$ cat config.mk
export PLATFORM = sky130hd
export DESIGN_NAME = frge_ram
export DESIGN_NICKNAME = d
export VERILOG_FILES = /design/src/hdl/frge_ram.sv
export SDC_FILE = /design/constraint.sdc
export NUM_CORES = 1
export LEC_CHECK = 0
export ABC_CLOCK_PERIOD_IN_PS = 2900
export BUFFER_PORTS_ARGS = -buffer_cell sky130_fd_sc_hd__clkbuf_2
export CAP_MARGIN = 30
export CORE_MARGIN = 2
export CORE_UTILIZATION = 25
export DETAILED_ROUTE_END_ITERATION = 8
export SKIP_LAST_GASP = 1
export SYNTH_ARGS = -nofsm -noshare
export SYNTH_HDL_FRONTEND = slang
export SYNTH_SLANG_ARGS = --single-unit
$ cat constraint.sdc
create_clock -name aclk -period 2.9 [get_ports aclk]
set_clock_uncertainty 0.1 [all_clocks]
set_input_delay 0.58 -clock aclk [delete_from_list [all_inputs] [get_ports aclk]]
set_output_delay 0.58 -clock aclk [all_outputs]
set_load 0.02 [all_outputs]
$ cat src/hdl/frge_ram.sv
module frge_ram #(
    parameter int WIDTH = 8,
    parameter int DEPTH = 16
) (
    input  logic                     aclk,
    input  logic                     we,
    input  logic [$clog2(DEPTH)-1:0] waddr,
    input  logic [WIDTH-1:0]         wdata,
    input  logic [$clog2(DEPTH)-1:0] raddr,
    output logic [WIDTH-1:0]         rdata
);

    logic [WIDTH-1:0] mem [DEPTH];
    logic [WIDTH-1:0] rdata_reg;

    // One write port, one registered read port.
    always_ff @(posedge aclk) begin
        if (we) begin
            mem[waddr] <= wdata;
        end
        rdata_reg <= mem[raddr];
    end

    assign rdata = rdata_reg;

endmodule

==> summary.md <==
| Metric | Value |
|---|---|
| Status | finished clean |
| Worst Hold Class | in -> reg |
| Synth top area share | 74.7% |
| Placed inst area | ~0.0057 mm2 |
| Final Hold Fails | 0 |
| Met1 usage | 13.8% |
| CTS tree | built |
| Mean post-synth cell area | 22.5 um2 |
| Sw frac | 19.0% |
| Clk pwr share | about 48% |
| CTS Sinks | 136 |
| Post-synth ARST share | 0% |
| Synth Flop Type | edfxtp_1 |
| P&R area growth vs syn | 22.3% |
| Vias in the first global route | 2505 |
| CTS clk-pin slew, worst paths | 50 ps |
| Worst hold slack | 507 ps |
| CP arrival | 1940 ps |
| Synth area leaders | edfxtp_1 75%, mux4_2 7.9%, mux4_1 7.1% |
| Crit path kind | in -> reg |
| Mapped Area | 0.00515 mm2 |
| Core ar. | around 0.020 mm2 |
| Overall power | 4.65 mW |
| TritonCTS Buffers | 17 |
| Final period util | between 60% and 70% |
| Slew Viols, Final | 0 |
| Fin crit period | ~1700 ps |
| Pre-antenna DRT Iters | 4 |
| Final setup fails | 0 |
| CP max FO | 18 |
| Initial antenna violation count | 0 |
| DRC violations left | 0 |
| Detailed Place HPWL | 6550 um |
| Post-synthesis instance total | ~230 |
| I/O pin total | 26 |
| GRT busiest layer | met2 |
| Non-filler cells, final | 565 |
| Setup TNS | 0 ps |
| Post-Place Setup Slack | roughly 690 ps |
| # Post-CTS Setup Buffers | 0 |
| Largest net degree at the start of global routing | 33 |
| Power density cells | 738 mW/mm2 |
| Num rows | 52 |
| Wire length per cell | 17.7 um |
| First-pass GRT wire length | 15200 um |
| Die area | 0.0218 mm2 |
| Grt met3 use | 2.90% |
| Setup ws final | 1150 ps |
| Synth unique cells | 19 |
| Post-synth EDFFs | around 130 |
| Detailed Route Iter0 Violations | roughly 180 |
| Layout cells sized above 1 | 30.5% |
| Grt met2 use | 14.3% |
| DRT antenna net count | 0 |
| Worst Max-Slew Pin Slew | roughly 740 ps |
| Sequential area share after synthesis | between 70% and 80% |
| Clock tree root buffer cell | clkbuf_16 |
| Top-count cell post-synth | edfxtp_1 |
| Psw | 0.883 mW |
| Seq pwr share | 47.7% |
| Worst-Skew Late Latency | ~410 ps |
| Max-cap viol count | 0 |
| Final design utilization | 31.1% |
| CP Capture Type | flop |
| Die H | 147 um |
| Grt total ovfl | 0 |
| Static Leakage | 2.10 nW |
| FF+latch count, synth | 136 |
| Placed cells | between 500 and 600 |
| Final net count | 300 |
| Top cells by count, synth | 128 x edfxtp_1, 18 x mux4_2, 16 x a22oi_1, 14 x mux4_1, 13 x nor2_1 |
| RSZ-0062 raised after global routing | false |
| Die Wd | roughly 150 um |
| Routability cong. | 0.718 |
| Initial Utilization | 25.4% |
| # hold bufs at CTS | 0 |
| CTS Buffer Depth | 2 |
| Max reg flops | 128 |
| Final WL | 9990 um |
| Synth Warn # | 0 |
| Post-synth top area cell | edfxtp_1 |
| Startpoint Class | input pin |
| H-Tree Depth | 4 |
| Slew HR | 50.6% |
| Worst Path Required | ~3000 ps |
| # diodes | 0 |
| Vias per cell | about 4.2 |
| Gr usage total | around 10% |
| Peak supply drop | 0.000426 V |
| Pint | ~3.8 mW |
| Mapped Nets | 247 |
| Final instance area | around 0.0063 mm2 |
| Comb power frac | 4.6% |
| IO buf count | 25 |
| F_max | 572 MHz |
| Post-CTS resize count | 0 |
| Vias | 2367 |
-- power groups by stage --
stage / sequential, mW / clock [mW] / combinational [mW]
after floorplan: 2.26 / 0 / 0.112
after global placement: 2.26 / 0 / 0.213
after detailed placement: 2.26 / 0 / 0.218
after CTS: 2.22 / 2.26 / 0.219
after global routing: 2.22 / 2.33 / 0.235
final: 2.22 / 2.22 / 0.213
-- layout make-up --
type                            instances  area [um2]
Tap cell                              270         338
Sequential cell                       136        4000
Fill cell                            1917       13900
Clock buffer                           24         472
Clock inverter                          8         145
Timing Repair Buffer                   44         280
Multi-Input combinational cell         83        1060
-- kinds of logic (layout without fill, tap and decap cells) --
family	after synthesis	count (layout)	synth area share, %
AO/OA/AOI/OAI	16	16	2.33
buffers and inverters	10	76	1.68
flip-flops	136	136	77.8
multiplexers	32	32	15.0
AND/OR/NAND/NOR	35	35	3.18
-- worst max-delay path: stages --
cell	delay, ps
clkbuf_2	420
buf_4	290
mux4_2	300
a22oi_1	260
nand2_1	80
-- final timing paths --
kind	cells past startpoint	endpoint	slack (ps)	from
worst max-delay path	5	rdata[4]	1150	raddr[1]
worst min-delay path	1	mem[13][7]	510	wdata[7]
worst max register to register	3	rdata[3]	1470	mem[1][3]
worst min register to register	3	rdata[4]	580	mem[11][4]
-- layer usage --
layer  routed length [um]  vias up
met5                    0        -
met4                  125        0
met3                  582       12
met2                 4680       70
met1                 4600     1202
li1                     -     1083
-- placed cells by master (no fill, tap or decap) --
cell,synthesis,routed
and2b_1,1,1
bufinv_16,0,4
nor2b_1,1,1
mux4_1,14,14
clkinv_2,0,2
clkbuf_16,0,17
clkbuf_2,0,25
clkinvlp_4,0,2
nor2_1,13,13
nor3_1,4,4
dfxtp_1,8,8
buf_12,0,1
edfxtp_1,128,128
nand3b_1,2,2
nand2_1,9,9
a22oi_1,16,16
mux4_2,18,18
and2_1,1,1
or3b_2,1,1
nand2b_1,2,2
nand3_1,1,1
clkbuf_8,0,2
clkbuf_1,0,5
buf_4,1,18
Note: power is estimated with default switching activity, not from simulation.
