### config.mk
export PLATFORM = sky130hd
export DESIGN_NAME = frge_div
export DESIGN_NICKNAME = d
export VERILOG_FILES = /design/src/hdl/frge_pkg.sv /design/src/hdl/frge_div.sv
export SDC_FILE = /design/constraint.sdc
export NUM_CORES = 1
export LEC_CHECK = 0
export ABC_CLOCK_PERIOD_IN_PS = 5900
export BUFFER_PORTS_ARGS = -buffer_cell sky130_fd_sc_hd__clkbuf_2
export CORE_ASPECT_RATIO = 0.8
export CORE_MARGIN = 5
export CORE_UTILIZATION = 55
export CTS_CLUSTER_DIAMETER = 100
export DETAILED_ROUTE_END_ITERATION = 10
export PLACE_DENSITY = 0.79
export SETUP_SLACK_MARGIN = 0.05
export SLEW_MARGIN = 5
export SYNTH_ARGS = -nofsm -noshare
export SYNTH_HDL_FRONTEND = slang
export SYNTH_SLANG_ARGS = --single-unit
### constraint.sdc
create_clock -name aclk -period 5.9 [get_ports aclk]
set_input_delay 1.18 -clock aclk [delete_from_list [all_inputs] [get_ports aclk]]
set_output_delay 1.18 -clock aclk [all_outputs]
set_load 0.005 [all_outputs]
### src/hdl/frge_pkg.sv
package frge_pkg;

    // Fixed point and field widths.
    localparam int FRAC_BITS = 16;
    localparam logic [16:0] ONE_Q = 17'h10000;
    localparam logic [66:0] HALF_Q = 67'h8000;
    localparam int DIVIDEND_W = 72;
    localparam int DIVISOR_W = 48;

    // 8000000 bit per byte-microsecond split into an odd factor and a shift.
    localparam logic [17:0] US_BITS_ODD = 18'd15625;
    localparam int US_BITS_SHIFT = 9;

    // Rule index sequence.
    localparam logic [15:0] RULE_FIRST = 16'd10;
    localparam logic [15:0] RULE_STEP = 16'd10;
    localparam logic [15:0] RULE_LAST_STEP = 16'd65525;
    localparam logic [15:0] RULE_MAX = 16'hFFFF;

    // Configuration register indexes and reset values.
    localparam logic [1:0] REG_RATE_WEIGHT = 2'd0;
    localparam logic [1:0] REG_GROWTH_WEIGHT = 2'd1;
    localparam logic [1:0] REG_RATE_FLOOR = 2'd2;
    localparam logic [16:0] WEIGHT_RESET = 17'd32768;
    localparam logic [39:0] FLOOR_RESET = 40'd500000000;

    // Saturation limits.
    localparam logic [39:0] CAP_RATE = 40'hFF_FFFF_FFFF;
    localparam logic [39:0] CAP_EXCESS = 40'h1_FFFF;
    localparam logic [39:0] CAP_UTIL = 40'hFF_FFFF;
    localparam logic [39:0] CAP_REL_POS = 40'h7FFF_FFFF;
    localparam logic [39:0] CAP_REL_NEG = 40'h8000_0000;

    typedef enum logic [1:0] {
        ST_NEW     = 2'd0,
        ST_UPDATED = 2'd1,
        ST_IGNORED = 2'd2
    } status_t;

    // One flow table entry.
    typedef struct packed {
        logic [47:0] last_bytes;
        logic [47:0] last_time;
        logic [39:0] prev_rate;
        logic [39:0] smooth_rate;
        logic [31:0] smooth_growth;
        logic [15:0] rule;
    } entry_t;

    typedef struct packed {
        logic                  start;
        logic [DIVIDEND_W-1:0] dividend;
        logic [DIVISOR_W-1:0]  divisor;
    } div_req_t;

    typedef struct packed {
        logic                  done;
        logic [DIVIDEND_W-1:0] quotient;
    } div_rsp_t;

endpackage

### src/hdl/frge_div.sv
module frge_div (
    input  logic               aclk,
    input  logic               aresetn,
    input  frge_pkg::div_req_t req,
    output frge_pkg::div_rsp_t rsp
);

    localparam int STEPS = frge_pkg::DIVIDEND_W;
    localparam int CW = $clog2(STEPS + 1);

    logic [frge_pkg::DIVIDEND_W-1:0] dq_reg;
    logic [frge_pkg::DIVISOR_W-1:0]  rem_reg;
    logic [frge_pkg::DIVISOR_W-1:0]  dsr_reg;
    logic [CW-1:0]                   cnt_reg;
    logic                            busy_reg;
    logic                            done_reg;
    logic                            zero_reg;

    logic [frge_pkg::DIVISOR_W:0]   trial;
    logic [frge_pkg::DIVISOR_W:0]   trial_sub;
    logic                           fits;

    // One restoring step: shift in the next dividend bit and try to subtract.
    always_comb begin
        trial = {rem_reg, dq_reg[frge_pkg::DIVIDEND_W-1]};
        trial_sub = trial - {1'b0, dsr_reg};
        fits = (trial >= {1'b0, dsr_reg});
    end

    // Quotient bits collect in the low end of the dividend shift register.
    always_ff @(posedge aclk) begin
        if (!aresetn) begin
            busy_reg <= 1'b0;
            done_reg <= 1'b0;
            cnt_reg  <= '0;
        end else begin
            done_reg <= 1'b0;
            if (req.start) begin
                dq_reg   <= req.dividend;
                dsr_reg  <= req.divisor;
                rem_reg  <= '0;
                zero_reg <= (req.dividend == '0);
                cnt_reg  <= CW'(STEPS);
                busy_reg <= 1'b1;
            end else if (busy_reg) begin
                rem_reg <= fits ? trial_sub[frge_pkg::DIVISOR_W-1:0]
                                : trial[frge_pkg::DIVISOR_W-1:0];
                dq_reg  <= {dq_reg[frge_pkg::DIVIDEND_W-2:0], fits};
                cnt_reg <= cnt_reg - 1'b1;
                if (cnt_reg == CW'(1)) begin
                    busy_reg <= 1'b0;
                    done_reg <= 1'b1;
                end
            end
        end
    end

    // A zero dividend gives zero even when the divisor is zero.
    assign rsp.done = done_reg;
    assign rsp.quotient = zero_reg ? '0 : dq_reg;

endmodule

==> out/metrics.cfg <==
[clock_tree]
clock_latency_ns = 0.44
tritoncts = done
htreeDepth = 4
cts_setup_buffers = 0
clock_sinks = 178
holdBufCountCts = 0
cts_root_buf = clkbuf_16
path_clk_slew_ns = 0.08
ctsResizeCount = 0
clk_path_buf_depth = 2
cts_buffers = 17

[placed_design]
placed_cell_area_um2 = 11700
placed_cells = 1398
io_buffers = 195
hpwl_um = 18500
gp_congestion = 0.903
dp_slack_ns = 2.22

[yosys]
ys.flop_type = edfxtp_1
synth_top_family_by_area = simple AND/OR/NAND/NOR gates
synth_area_leaders = edfxtp_1 48%, mux2_2 7.6%, ha_1 5.9%, nor2b_1 4.5%, a21oi_1 4.2%
synth.area.mux_share_pct = 7.64
async_reset_ff_share_pct = 0
ys_seq_area_share_pct = 49.5
synth_top_area_share_pct = 47.8
synth_compound_area_share_pct = 13.2
yosysTopAreaCell = edfxtp_1
yosys_warnings = 0
synth_cell_type_count = 63
syn_area_um2 = 10600
synth_edf_count = 169
syn_area_per_cell_um2 = 10.7
synth_xor_area_share_pct = 3.88
syn_inst = 989
synth-adder-area-share_pct = 6.08
synth_simple_gate_area_share_pct = 15.2
syn_nets = 1163
synth-seq-cells = 178

[timing]
finalCriticalPeriod_ns = 3.74
rsz0062_at_grt = false
fmax_mhz = 268
skew_ns = 0.0133
finalHoldViolations = 0
worst_slack_ns = 2.16
relSlewSlack_pct = 20.3
drv_slew = 0
setup_viol = 0
fin_crit_sh_pct = 63.4
setup_tns_ns = 0
worst_pin_slew_ns = 1.20
whs_ns = 0.498

[worst_setup_path]
critPathLaunch = rem_reg[8]
ff2ff_path_depth = 11
cp_cell_sequence = ha_1, and2_1, and4_1, a21boi_4, o21bai_4, a211oi_2, o21ai_2, a31oi_4, a21o_2, nor2_1, a211oi_2
crit_type = flip-flop to flip-flop
r2r_start = rem_reg[8]
timing.rr.end = rem_reg[32]
critical_path.top_delay_family = compound AO/OA/AOI/OAI gates
critPathRequiredTime_ns = 6.17
crit_end = rem_reg[32]
worst_ep_arrival_time_ns = 4.01
endpoint_kind = flip-flop
cp-start-kind = flip-flop
path_depth = 11
regToRegSetupSlack_ns = 2.16
critPathMaxStageDelay_ns = 0.95
crit_path_frequent_cell = a211oi_2
crit_slowest_cell = a21o_2
crit_path_max_fanout = 59
timing.critical_path.buf_inv = 0

[global_route]
grt_pass1_wl_um = 40600
grt_pass1_vias = 7998
grt_max_degree = 72
grt_usage_pct = 22.9
gr-total-overflow = 0
grt_antenna_before_repair = 0

[cells_and_area]
fin_cells = 1430
num_antenna_cells = 0
synthToLayoutAreaGrowth_pct = 16.7
final_net_count = 1333
utilization_pct = 65.3
final_area_um2 = 12400
layout-drive-gt1-share_pct = 28.2
largest_reg_flops = 72

[floorplanning]
dieArea_um2 = 22200
num_rows = 45
coreArea_um2 = 19000
io-pin-count = 196
start_util_pct = 55.9
die_w_um = 165
die_y_um = 134

[worst_hold_path]
min_path_type = flip-flop to flip-flop

[detailed_routing]
drt_iter0_markers = 718
vias_per_cell = 5.73
drt_pass1_iterations = 7
wl_per_cell_um = 17.8
routed_wl_um = 25400
detail_route.drc_violations = 0
ant_nets = 0
dr_total_vias = 8189

[job]
cap_violations = 0

[run_status]
outcome = finished, final reports clean

[power]
powerDensity_nw_per_um2 = 294
power.total_mw = 3.64
p_leak_nw = 5.12
peakVddDrop_mv = 0.155

[layer usage]
metal / GRT usage, % / routed length (µm) / up-vias
met1: 33.2 / 11600 / 3927
met3: 4.18 / 1570 / 36
li1: - / - / 3928
met2: 35.2 / 11800 / 298
met4: 6.73 / 494 / 0
met5: 0 / 0 / -
[layout by cell type, fill, tap and decap left out, types with 27 or more instances in the layout]
master and instances:
a21o_1 28, a21oi_1 89, clkbuf_2 194, edfxtp_1 169, ha_1 50, inv_1 68
mux2_2 72, nand2_1 99, nor2_1 49, nor2b_1 76, xnor2_1 27
[synth_stat cells (2+ instances only)]
cell	n
nand3b_1	2
a31oi_1	3
and4_1	2
a21boi_0	3
o31a_1	2
o21ai_1	3
a211oi_1	9
a211oi_2	10
o21bai_1	7
xnor2_1	27
o21a_1	5
or4_1	3
nor4_1	20
nor2b_1	76
ha_1	50
and2_1	2
nand2b_1	4
and3_1	2
dfxtp_1	9
o22ai_1	2
nand4_1	18
buf_2	12
buf_6	2
clkbuf_1	34
or3_1	3
inv_1	68
o2111ai_1	3
mux2_2	72
a31o_2	2
nor2_1	49
nand2_1	99
edfxtp_1	169
a21oi_1	89
nor3_1	10
nand3_1	18
o211ai_1	7
a21o_1	29
xor2_1	20
o221ai_1	3
o21ai_0	17
nor3b_1	2
[power by group]
group          leakage, nW  internal, mW  switching [mW]  total, mW
clock network        0.307         0.596           0.598       1.19
logic                 3.13         0.371           0.511      0.882
registers             1.69          1.52          0.0517       1.57
total                 5.12          2.48            1.16       3.64
[cell type report]
| class | count | area [µm²] |
|---|---|---|
| Multi-Input combinational cell | 693 | 4890 |
| Clock inverter | 15 | 209 |
| Fill cell | 1525 | 6590 |
| Sequential cell | 178 | 5260 |
| Timing Repair Buffer | 201 | 1020 |
| Tap cell | 258 | 323 |
| Inverter | 68 | 255 |
| Clock buffer | 17 | 425 |
[logic make-up after synthesis]
family	count (synthesis)
DFF	178
AOI/OAI and AO/OA	206
buffers and inverters	118
and+or+nand+nor	317
xor gates and xnor gates	47
adders and majority gates	51
muxes	72
[worst min-delay path, delay by kind of cell, from the launching register on]
kind	cells	cell delay, ns
DFF	1	0.33
AOI/OAI and AO/OA	1	0.05
and+or+nand+nor	1	0.08
[worst min-delay path by stage]
stage / start / end / cells after the start
after global placement: cnt_reg[1] / cnt_reg[1] / 2
after global routing: cnt_reg[1] / cnt_reg[1] / 2
after CTS: cnt_reg[1] / cnt_reg[1] / 2
after detailed placement: cnt_reg[1] / cnt_reg[1] / 2
final: cnt_reg[1] / cnt_reg[1] / 2
after floorplan: cnt_reg[1] / cnt_reg[1] / 2
Note: power is estimated with default switching activity, not from simulation.
